<file path="src/hw/rtl/svp_pkg.sv">
// Shared types, codes and constants of the service spec parser.
package svp_pkg;

    localparam int unsigned DEFAULT_MAX_SPECS = 8;

    localparam int unsigned S_TDATA_W = 8;
    localparam int unsigned M_TDATA_W = 40;
    localparam int unsigned APB_ADDR_W = 3;
    localparam int unsigned APB_DATA_W = 32;

    localparam logic [7:0] CHAR_COLON = 8'h3a;
    localparam logic [7:0] CHAR_COMMA = 8'h2c;
    localparam logic [7:0] CHAR_ZERO = 8'h30;
    localparam logic [7:0] CHAR_NINE = 8'h39;

    localparam logic [16:0] PORT_LIMIT = 17'd65535;
    localparam logic [16:0] PORT_OVER = 17'd65536;
    localparam logic [7:0] COUNT_MAX = 8'd255;

    localparam logic [7:0] MIN_HOST_RESET = 8'd5;
    localparam logic [7:0] MIN_SERVICE_RESET = 8'd2;

    typedef enum logic [0:0] {
        REG_MIN_HOST = 1'b0,
        REG_MIN_SERVICE = 1'b1
    } reg_index_t;

    typedef enum logic [1:0] {
        FLD_HOST = 2'd0,
        FLD_PORT = 2'd1,
        FLD_SERVICE = 2'd2
    } field_t;

    typedef enum logic [2:0] {
        ST_OK = 3'd0,
        ST_BAD_DELIM = 3'd1,
        ST_BAD_PORT = 3'd2,
        ST_BAD_HOST = 3'd3,
        ST_BAD_SERVICE = 3'd4
    } status_t;

    typedef struct packed {
        logic final_result;
        logic [2:0] record_index;
        logic [7:0] service_length;
        logic [7:0] host_length;
        logic [15:0] port_number;
        status_t status;
    } result_t;

endpackage

</file>
<file path="src/hw/rtl/service_spec_parser.sv">
// Top level of the service spec parser: byte parser, result buffer and APB registers.
//
//  Channel   Direction  Beat contents
//  s_axis    in         tdata[7:0] data_byte, tlast end_of_payload
//  m_axis    out        tdata: status, port_number, host_length, service_length,
//                       record_index; tlast final_result
//  apb       in/out     min_host_length at 0x0, min_service_length at 0x4
//
// Every byte beat is parsed in the cycle it is accepted, so one beat is taken per clock while s_tready is high.
// A result is registered in the output buffer when the byte that closes its record is accepted.
// A two-entry output buffer lets input continue while one result waits; input stalls
// only when both entries are full. Reset is synchronous and restores the register defaults.
module service_spec_parser #(
    parameter int unsigned MAX_SPECS = svp_pkg::DEFAULT_MAX_SPECS
) (
    input  logic                             aclk,
    input  logic                             aresetn,
    // [7:0] data_byte
    input  logic [svp_pkg::S_TDATA_W-1:0]    s_tdata,
    input  logic                             s_tlast,
    input  logic                             s_tvalid,
    output logic                             s_tready,
    // [2:0] status, [18:3] port_number, [26:19] host_length,
    // [34:27] service_length, [37:35] record_index, [39:38] zero
    output logic [svp_pkg::M_TDATA_W-1:0]    m_tdata,
    output logic                             m_tlast,
    output logic                             m_tvalid,
    input  logic                             m_tready,
    input  logic                             psel,
    input  logic                             penable,
    input  logic                             pwrite,
    input  logic [svp_pkg::APB_ADDR_W-1:0]   paddr,
    input  logic [svp_pkg::APB_DATA_W-1:0]   pwdata,
    output logic [svp_pkg::APB_DATA_W-1:0]   prdata,
    output logic                             pready
);
    import svp_pkg::*;

    logic [7:0] min_host_reg;
    logic [7:0] min_service_reg;

    field_t field_reg, field_next;
    logic [16:0] port_acc_reg, port_acc_next;
    logic digits_ended_reg, digits_ended_next;
    logic [7:0] host_count_reg, host_count_next;
    logic [7:0] service_count_reg, service_count_next;
    logic [3:0] records_done_reg, records_done_next;
    logic stopped_reg, stopped_next;

    result_t out_data_reg, skid_data_reg, res;
    logic out_valid_reg, skid_valid_reg;
    logic res_valid;

    logic s_accept, m_take, apb_write;
    logic [7:0] c;
    logic is_digit;
    logic [19:0] acc_sum;
    logic is_last_rec;
    status_t rec_status;
    logic [15:0] port_sat;

    assign pready = 1'b1;
    assign apb_write = psel && penable && pwrite && pready;
    assign prdata = (reg_index_t'(paddr[2]) == REG_MIN_SERVICE) ?
                    {24'd0, min_service_reg} : {24'd0, min_host_reg};

    always_ff @(posedge aclk) begin
        if (!aresetn) begin
            min_host_reg <= MIN_HOST_RESET;
            min_service_reg <= MIN_SERVICE_RESET;
        end else if (apb_write) begin
            case (reg_index_t'(paddr[2]))
                REG_MIN_HOST: min_host_reg <= pwdata[7:0];
                REG_MIN_SERVICE: min_service_reg <= pwdata[7:0];
                default: ;
            endcase
        end
    end

    assign s_tready = !skid_valid_reg;
    assign s_accept = s_tvalid && s_tready;
    assign m_take = m_tvalid && m_tready;

    assign c = s_tdata[7:0];
    assign is_digit = (c >= CHAR_ZERO) && (c <= CHAR_NINE);
    assign acc_sum = {port_acc_reg, 3'b000} + {2'b00, port_acc_reg, 1'b0}
                     + {16'd0, c[3:0]};
    assign is_last_rec = ({1'b0, records_done_reg} + 5'd1) >= 5'(MAX_SPECS);
    assign port_sat = (port_acc_reg > PORT_LIMIT) ? PORT_LIMIT[15:0] : port_acc_reg[15:0];

    always_comb begin
        if (port_acc_reg == 17'd0 || port_acc_reg > PORT_LIMIT) begin
            rec_status = ST_BAD_PORT;
        end else if (host_count_reg < min_host_reg) begin
            rec_status = ST_BAD_HOST;
        end else if (service_count_reg < min_service_reg) begin
            rec_status = ST_BAD_SERVICE;
        end else begin
            rec_status = ST_OK;
        end
    end

    always_comb begin
        field_next = field_reg;
        port_acc_next = port_acc_reg;
        digits_ended_next = digits_ended_reg;
        host_count_next = host_count_reg;
        service_count_next = service_count_reg;
        records_done_next = records_done_reg;
        stopped_next = stopped_reg;
        res_valid = 1'b0;
        res = '{final_result: 1'b1, record_index: records_done_reg[2:0],
                service_length: 8'd0, host_length: 8'd0, port_number: 16'd0,
                status: ST_BAD_DELIM};
        if (!stopped_reg) begin
            case (field_reg)
                FLD_HOST: begin
                    if (c == CHAR_COLON) begin
                        field_next = FLD_PORT;
                    end else if (host_count_reg < COUNT_MAX) begin
                        host_count_next = host_count_reg + 8'd1;
                    end
                end
                FLD_PORT: begin
                    if (c == CHAR_COLON) begin
                        field_next = FLD_SERVICE;
                    end else if (is_digit && !digits_ended_reg) begin
                        port_acc_next = (acc_sum > {3'b000, PORT_LIMIT}) ?
                                        PORT_OVER : acc_sum[16:0];
                    end else begin
                        digits_ended_next = 1'b1;
                    end
                end
                default: begin
                    if (c == CHAR_COMMA) begin
                        res_valid = 1'b1;
                        if (rec_status == ST_OK && s_tlast && !is_last_rec) begin
                            res.record_index = 3'(records_done_reg + 4'd1);
                        end else begin
                            res = '{final_result: (rec_status != ST_OK) || is_last_rec,
                                    record_index: records_done_reg[2:0],
                                    service_length: service_count_reg,
                                    host_length: host_count_reg,
                                    port_number: port_sat,
                                    status: rec_status};
                        end
                        records_done_next = records_done_reg + 4'd1;
                        field_next = FLD_HOST;
                        port_acc_next = 17'd0;
                        digits_ended_next = 1'b0;
                        host_count_next = 8'd0;
                        service_count_next = 8'd0;
                        if (rec_status != ST_OK || is_last_rec) begin
                            stopped_next = 1'b1;
                        end
                    end else if (service_count_reg < COUNT_MAX) begin
                        service_count_next = service_count_reg + 8'd1;
                    end
                end
            endcase
            if (s_tlast) begin
                res_valid = 1'b1;
            end
        end
        if (s_tlast) begin
            field_next = FLD_HOST;
            port_acc_next = 17'd0;
            digits_ended_next = 1'b0;
            host_count_next = 8'd0;
            service_count_next = 8'd0;
            records_done_next = 4'd0;
            stopped_next = 1'b0;
        end
    end

    always_ff @(posedge aclk) begin
        if (!aresetn) begin
            field_reg <= FLD_HOST;
            port_acc_reg <= 17'd0;
            digits_ended_reg <= 1'b0;
            host_count_reg <= 8'd0;
            service_count_reg <= 8'd0;
            records_done_reg <= 4'd0;
            stopped_reg <= 1'b0;
        end else if (s_accept) begin
            field_reg <= field_next;
            port_acc_reg <= port_acc_next;
            digits_ended_reg <= digits_ended_next;
            host_count_reg <= host_count_next;
            service_count_reg <= service_count_next;
            records_done_reg <= records_done_next;
            stopped_reg <= stopped_next;
        end
    end

    always_ff @(posedge aclk) begin
        if (!aresetn) begin
            out_valid_reg <= 1'b0;
            skid_valid_reg <= 1'b0;
        end else if (s_accept && res_valid) begin
            if (!out_valid_reg || m_take) begin
                out_valid_reg <= 1'b1;
                out_data_reg <= res;
            end else begin
                skid_valid_reg <= 1'b1;
                skid_data_reg <= res;
            end
        end else if (m_take) begin
            if (skid_valid_reg) begin
                out_data_reg <= skid_data_reg;
                skid_valid_reg <= 1'b0;
            end else begin
                out_valid_reg <= 1'b0;
            end
        end
    end

    assign m_tvalid = out_valid_reg;
    assign m_tlast = out_data_reg.final_result;
    assign m_tdata = {2'b00, out_data_reg.record_index, out_data_reg.service_length,
                      out_data_reg.host_length, out_data_reg.port_number,
                      out_data_reg.status};

    a_skid_needs_out: assert property (@(posedge aclk) disable iff (!aresetn)
        skid_valid_reg |-> out_valid_reg)
        else $error("Skid entry is full while the output entry is empty.");

    a_records_bound: assert property (@(posedge aclk) disable iff (!aresetn)
        records_done_reg <= 5'(MAX_SPECS))
        else $error("Record count exceeded the record limit.");

    a_payload_clear: assert property (@(posedge aclk) disable iff (!aresetn)
        s_accept && s_tlast |=> records_done_reg == 4'd0 && !stopped_reg &&
        field_reg == FLD_HOST && host_count_reg == 8'd0)
        else $error("Parser state not cleared after the last beat of a payload.");

    a_error_final: assert property (@(posedge aclk) disable iff (!aresetn)
        m_tvalid && out_data_reg.status != ST_OK |-> m_tlast)
        else $error("Error result without the final flag.");

    a_stopped_quiet: assert property (@(posedge aclk) disable iff (!aresetn)
        s_accept && stopped_reg && !out_valid_reg |=> !out_valid_reg)
        else $error("Result produced while the parser is stopped.");

endmodule
</file>
<file path="config.mk">
export PLATFORM = sky130hd
export DESIGN_NAME = service_spec_parser
export DESIGN_NICKNAME = d
export VERILOG_FILES = /design/src/hw/rtl/svp_pkg.sv /design/src/hw/rtl/service_spec_parser.sv
export SDC_FILE = /design/constraint.sdc
export NUM_CORES = 1
export LEC_CHECK = 0
export BUFFER_PORTS_ARGS = -buffer_cell sky130_fd_sc_hd__buf_2
export CORE_ASPECT_RATIO = 1.4
export CORE_MARGIN = 8
export CORE_UTILIZATION = 49
export DETAILED_ROUTE_END_ITERATION = 12
export PLACE_DENSITY = 0.71
export SYNTH_ARGS = -nofsm -noshare
export SYNTH_HDL_FRONTEND = slang
export SYNTH_SLANG_ARGS = --single-unit
export TNS_END_PERCENT = 1
</file>
<file path="constraint.sdc">
create_clock -name aclk -period 8.2 [get_ports aclk]
set_input_delay 1.64 -clock aclk [delete_from_list [all_inputs] [get_ports aclk]]
set_output_delay 1.64 -clock aclk [all_outputs]
set_load 0.05 [all_outputs]
</file>
==> flow_summary_export.csv, run 1 <==
group,metric,value,unit
route,first_iter_violations,401,
clock_network,cts_tree,"done",
pwr,sw_frac_of_total,0.249,
route,vias,5809,
timing,worstMarginPinSlew,645,ps
critical_path,crit_family,"compound AO/OA/AOI/OAI gates",
floorplanning,design.portCount,127,
critical_path,crit_required,8520,ps
critical_path,crit_chain,"buf_2 > inv_1 > fa_1 > inv_1 > fa_1 > a211oi_1 > o21ai_1 > a41oi_1 > o31ai_1 > xnor2_1 > nand4_2 > o21ai_0",
layout,drive_above_1_share,0.168,
placement,hpwl,12600,um
critical_path,critPathLaunchType,"input pin",
logic_synthesis,synth_compound_gate_area_share,0.179,
timing,slew_headroom,0.569,
critical_path,worst-path-buf-inv,3,
critical_path,path_class,"input pin to flip-flop",
clock_network,cts_root_buffer,"clkbuf_16",
timing,finalCritPeriodShare,0.584,
placement,place_inst,1037,
floorplanning,dieArea,0.0200,mm^2
timing,final-hold-violation-count,0,
route,drt-pass1-iter-count,4,
timing,rsz0062_at_grt,"false",
critical_path,crit_arrival,5110,ps
route,topRoutingLayerUsed,"met4",
critical_path,cpMaxStageDelayCell,"nand4_2",
logic_synthesis,synthArstFlopShare,0,
layout,largest_reg_flops,39,
pwr,power_density,184,mW/mm^2
grt,grt_usage,0.173,
clock_network,cts_resized,0,
critical_path,crit_fanout,16,
logic_synthesis,yosysSeqAreaShare,0.458,
clock_network,clock_sinks,137,
layout,num-nets-final,964,
pwr,leakage,3.46,nW
floorplanning,die_h,164,um
pwr,p_clk_frac,0.465,
logic_synthesis,synth_mux_area_frac,0.00812,
pwr,pwr-share-comb,0.077,
placement,gp_congestion,0.886,
pwr,cell_internal_pwr,1.21,mW
run_status,status,"finished clean",
floorplanning,coreArea,0.0155,mm^2
timing,setup_tns,0,ps
logic_synthesis,synthAdderAreaFrac,0.0881,
grt,grt_overflow,0,
logic_synthesis,ys_ff_latch,137,
floorplanning,initial_utilization,0.498,
layout,design_area,0.00872,mm^2
route,drc,0,
pwr,finalPower,1.61,mW
critical_path,max_stage_delay,560,ps
logic_synthesis,synth_edf_count,78,
floorplanning,rows,54,
clock_network,hold_buffers,0,
logic_synthesis,synth_area,0.00770,mm^2
flow_run,max-cap-violations,0,
grt,grt_max_degree,53,
logic_synthesis,synth_top_family_by_area,"compound AO/OA/AOI/OAI gates",
logic_synthesis,yosys.area_share.simple,0.174,
grt,antenna_found_initial,0,
route,m1WireLength,6580,um
clock_network,cts_made_buffers,17,
timing,max_freq,209,MHz
route,wl_per_cell,15.8,um
timing,fin_skew,8.42,ps
pwr,irDropWorstVdd,0.0000981,V
min_path,hold_class,"flip-flop to flip-flop",
clock_network,path_clk_slew,60,ps
placement,io_buffers,73,
timing,finalMaxSlewViolations,0,
route,ant_nets,0,
pwr,power_frac_seq,0.458,
clock_network,clock_latency,420,ps
logic_synthesis,synth_warnings,0,
timing,layout_min_cycle_time,4790,ps
route,route.met2.wl,9150,um
route,routed_wl,16900,um
layout,layout.cells.non_filler,1069,
logic_synthesis,avgSynthCellArea,9.75,um^2
placement,post_dp_cell_area,0.00815,mm^2
route,wl_met3,751,um
logic_synthesis,synthFlopType,"edfxtp_1",
logic_synthesis,synth-xor-area-share,0.0273,
floorplanning,die_x,122,um
layout,diodes,0,
route,routed_via_density,5.43,
clock_network,htree_levels,4,
timing,setup_viol,0,
logic_synthesis,synth.distinct_cells,70,
layout,area_growth,13.3,%
clock_network,postCtsSetupBuffers,0,
pwr,switchingPower,0.401,mW
logic_synthesis,synth_cells,790,
critical_path,end_kind,"flip-flop",
grt,grt_pass1_wl,27600,um
clock_network,cts_buffer_depth,2,
grt,grt_pass1_vias,5697,
-- path summary, 6_finish.rpt --
kind,start,to,slack (ps),depth (start not counted)
max,s_tdata[3],port_acc_reg[7],3410,12
min,min_host_reg[4],min_host_reg[4],470,2
max reg2reg,port_acc_reg[0],port_acc_reg[7],4320,11
min reg2reg,min_host_reg[4],min_host_reg[4],470,2
-- per-stage QoR --
| stage | hold slack, ps | setup slack, ps | utilization |
|---|---|---|---|
| CTS | 470 | 3380 | 0.564 |
| detailed placement | 461 | 2980 | 0.526 |
| global route | 482 | 3080 | 0.564 |
| floorplan | 443 | 898 | - |
| finish | 466 | 3410 | 0.564 |
| global placement | 454 | 3030 | 0.526 |
-- worst register-to-register path: cells and delay by family (launching register included) --
kind / cells / cell delay [ps]
and+or+nand+nor: 1 / 560
adders and majority gates: 2 / 980
DFF: 1 / 420
AOI/OAI and AO/OA: 5 / 1400
buffers and inverters: 2 / 150
xor gates and xnor gates: 1 / 270
-- power by group through the flow --
stage                     clock, mW  sequential (mW)  combinational, mW
after floorplan                   0            0.770             0.0876
after global placement            0            0.751              0.124
after detailed placement          0            0.751              0.125
after CTS                     0.757            0.737              0.125
after global routing          0.785            0.738              0.135
final                         0.747            0.737              0.125
-- cell usage after synthesis, types with 3 or more instances --
cell,n,share of area
and3_1,3,0.0024
a21oi_1,26,0.017
a21o_1,9,0.0088
buf_6,3,0.0044
inv_1,41,0.020
nor2b_1,5,0.0041
o21ai_0,40,0.026
nand3_1,17,0.011
ha_1,51,0.083
a41oi_1,4,0.0045
xor2_1,10,0.011
buf_2,8,0.0052
and2_1,19,0.015
nor4_1,9,0.0073
o21ai_1,3,0.0019
a22o_1,15,0.017
or3_1,4,0.0032
dfxtp_1,59,0.15
o211ai_1,7,0.0068
buf_4,29,0.028
a31oi_1,7,0.0057
xnor2_1,14,0.016
o21ai_2,12,0.014
nor2_1,76,0.037
clkbuf_1,14,0.0068
edfxtp_1,78,0.30
nand2_1,109,0.053
nor3_1,11,0.0071
o31ai_1,19,0.019
a21boi_0,18,0.018
a211oi_1,3,0.0029
nand2b_1,9,0.0073
nand4_1,8,0.0065
-- final cells by class --
class,instances,area (um^2)
fill,1361,6750
inverter,41,154
clock inverter,14,146
tap,196,245
clock buffer,18,429
multi-input combinational,582,3800
sequential,137,3520
timing repair buffer,81,425
-- placed cells by master (no fill, tap or decap), types with 5 or more instances in the layout --
cell / count
nor3_1: 11
inv_1: 41
a31oi_1: 7
o21ai_2: 12
nand4_1: 8
xnor2_1: 14
edfxtp_1: 78
buf_4: 8
nand3_1: 17
clkbuf_16: 17
nand2_1: 109
conb_1: 27
a22o_1: 15
nor2_1: 76
a21boi_0: 18
nor4_1: 9
dfxtp_1: 59
and2_1: 19
a21oi_1: 25
nor2b_1: 5
o31ai_1: 19
o21ai_0: 40
ha_1: 51
xor2_1: 10
a21o_1: 9
buf_2: 73
o211ai_1: 7
nand2b_1: 9
-- metal layers --
metal,GRT usage,up-vias
li1,-,2924
met1,0.182,2746
met2,0.324,111
met3,0.0299,28
met4,0.0777,0
met5,0,-
-- cells by family (layout without fill, tap and decap cells) --
logic type	after synthesis	in the layout
multiplexers	5	5
other	2	27
AO/OA/AOI/OAI	187	187
AND/OR/NAND/NOR	286	286
buffers and inverters	96	154
flip-flops	137	137
XOR/XNOR	24	24
adder cells (fa/ha/maj)	53	53
(Power assumes the default switching activity.)
==> run 2: changes to the inputs <==
Settings changed: ABC_AREA set to 1, PLACE_DENSITY 0.71 to 0.73.
Clock period 8.2 ns to 4.23 ns, I/O delays scaled along.
==> flow_summary_export.csv, run 2 <==
group,metric,value,unit
logic_synthesis,ys_top_cells_by_count,"nand2_1, inv_1, nor2_1",
critical_path,regToRegSetupSlack,1260,ps
critical_path,crit_required,4580,ps
placement,pre_cts_slack,646,ps
grt,antenna_found_initial,0,
logic_synthesis,synth.distinct_cells,46,
timing,layout_min_cycle_time,3140,ps
clock_network,cts_tree,"done",
critical_path,cpMaxStageDelayCell,"fa_1",
clock_network,cts_resized,0,
layout,largest_reg_flops,39,
logic_synthesis,synth_edf_count,78,
min_path,hp-start,"m_tvalid",
logic_synthesis,synth_cells,1013,
logic_synthesis,synth_top_area_cell,"edfxtp_1",
logic_synthesis,ys_ff_latch,137,
logic_synthesis,avgSynthCellArea,8.14,um^2
clock_network,htree_levels,4,
route,routed_wl,19700,um
logic_synthesis,synth_area_leaders,"edfxtp_1, dfxtp_1, nand2_1",
clock_network,clock_sinks,137,
placement,hpwl,14500,um
floorplanning,die_x,126,um
timing,fin_skew,12.9,ps
timing,setup_tns,0,ps
clock_network,cts_root_buffer,"clkbuf_16",
timing,finalCritPeriodShare,0.742,
route,drt-pass1-iter-count,5,
flow_run,max-cap-violations,0,
floorplanning,die_h,170,um
clock_network,clock_latency,420,ps
layout,fillerInstances,1505,
grt,grt_pass1_vias,6545,
critical_path,critPathLaunchType,"input pin",
critical_path,path_class,"input pin to flip-flop",
layout,diodes,0,
critical_path,crit_start,"s_tdata[3]",
clock_network,postCtsSetupBuffers,0,
grt,grt_usage,0.186,
critical_path,crit_arrival,3490,ps
route,vias,6815,
clock_network,hold_buffers,0,
timing,whs,476,ps
route,wl_per_cell,15.2,um
pwr,power_density,343,mW/mm^2
timing,worstMarginPinSlew,747,ps
layout,num-nets-final,1185,
layout,area_growth,12.4,%
critical_path,worstRegToRegCells,15,
route,ant_nets,0,
layout,final_cell_mix,"nand2_1, inv_1, nor2_1, edfxtp_1, buf_2",
logic_synthesis,synth_top_cell_area_share,0.284,
critical_path,regToRegStartpoint,"port_acc_reg[2]",
critical_path,crit_fanout,16,
clock_network,cts_made_buffers,17,
route,drc,0,
placement,post_dp_cell_area,0.00867,mm^2
timing,max_freq,319,MHz
floorplanning,dieArea,0.0213,mm^2
logic_synthesis,synthArstFlopShare,0,
floorplanning,coreArea,0.0166,mm^2
route,first_iter_violations,438,
critical_path,max_stage_delay,550,ps
critical_path,path_common_cell,"nand2_1",
floorplanning,design.portCount,127,
timing,slew_headroom,0.501,
clock_network,cts_buffer_depth,2,
logic_synthesis,synthFlopType,"edfxtp_1",
timing,timing.final.ws_setup,1090,ps
timing,finalMaxSlewViolations,0,
layout,drive_above_1_share,0.181,
timing,rsz0062_at_grt,"false",
critical_path,end_kind,"flip-flop",
logic_synthesis,synth.most_common_cell,"nand2_1",
timing,final-hold-violation-count,0,
layout,final_common_cell,"nand2_1",
grt,grt_max_degree,40,
layout,design_area,0.00927,mm^2
floorplanning,initial_utilization,0.497,
grt,grt_overflow,0,
run_status,status,"finished clean",
logic_synthesis,synth_warnings,0,
pwr,irDropWorstVdd,0.000281,V
timing,setup_viol,0,
pwr,leakage,4.14,nW
critical_path,crit_chain,"buf_2 > inv_1 > fa_1 > inv_1 > fa_1 > nand2_1 > nand2_1 > nand3b_1 > nand2_1 > nand2_1 > nand2_1 > nand2_1 > nand3_2 > nor2_8 > nand3_1 > a21oi_1",
placement,gp_congestion,0.854,
clock_network,path_clk_slew,60,ps
critical_path,r2r_end,"port_acc_reg[3]",
placement,io_buffers,73,
critical_path,setup.worst_path.end,"port_acc_reg[3]",
route,routed_via_density,5.25,
min_path,hold_class,"flip-flop to flip-flop",
logic_synthesis,yosysSeqAreaShare,0.427,
floorplanning,rows,56,
grt,grt_pass1_wl,32100,um
logic_synthesis,synth_area,0.00825,mm^2
==> run 2: cell count changes in the layout (fill, tap and decap cells not counted), sizes merged, moves of 17 or more <==
cell    change
o21ai      -17
inv        +81
nand2     +181
nand3      +35
o31ai      -22
a21boi     -18
nor2       +24
a21oi      +54
==> run 2: through the flow <==
| stage | std cells | power, mW | utilization |
|---|---|---|---|
| finish | 1297 | 3.18 | 0.558 |
| detailed placement | 1265 | 1.70 | 0.522 |
| global placement | 1265 | 1.69 | 0.522 |
| floorplan | 1038 | 1.66 | - |
| CTS | 1297 | 3.18 | 0.558 |
| global route | 1297 | 3.26 | 0.558 |
==> run 2: power breakdown <==
part	switching (mW)	total [mW]	internal [mW]
Sequential	0.0112	1.42	1.41
Clock	0.562	1.50	0.940
Combinational	0.197	0.249	0.0519
==> run 2: layout make-up <==
class,instances,area [um^2],share of cell area
clock buffer,20,447,0.0482
clock inverter,12,149,0.0161
inverter,124,465,0.0502
multi-input combinational,722,4020,0.433
sequential,137,3520,0.380
tap,203,254,0.0274
timing repair buffer,79,410,0.0443
==> run 2: worst min-delay path by stage <==
| stage | to | cells past startpoint |
|---|---|---|
| 2_1_floorplan | min_service_reg[6] | 2 |
| 3_3_place_gp | m_tvalid | 2 |
| 3_5_place_dp | skid_valid_reg | 2 |
| 4_1_cts | m_tvalid | 2 |
| 5_1_grt | m_tvalid | 2 |
| 6_report | m_tvalid | 2 |
==> run 2: cells by family (layout without fill, tap and decap cells) <==
logic type | Yosys count | in the layout | synth area share
simple gates | 486 | 486 | 0.269
buf+inv | 179 | 235 | 0.100
compound gates | 144 | 144 | 0.107
flops | 137 | 137 | 0.427
fa+ha+maj | 53 | 53 | 0.0822
xor+xnor | 12 | 12 | 0.0127
other cells | 2 | 27 | 0.000911
==> run 2: routing by layer <==
metal	wire, um	global-route usage	part of all wire	vias up
li1	-	-	-	3421
met3	843	0.0368	0.043	28
met1	7630	0.191	0.39	3199
met2	10800	0.361	0.55	167
met4	410	0.0739	0.021	0
met5	0	0	0	-
==> run 2: critical path: cells and delay by family <==
family,cells,cell delay [ps]
buffers and inverters,3,260
AO/OA/AOI/OAI,1,140
AND/OR/NAND/NOR,10,1190
adder cells (fa/ha/maj),2,1040
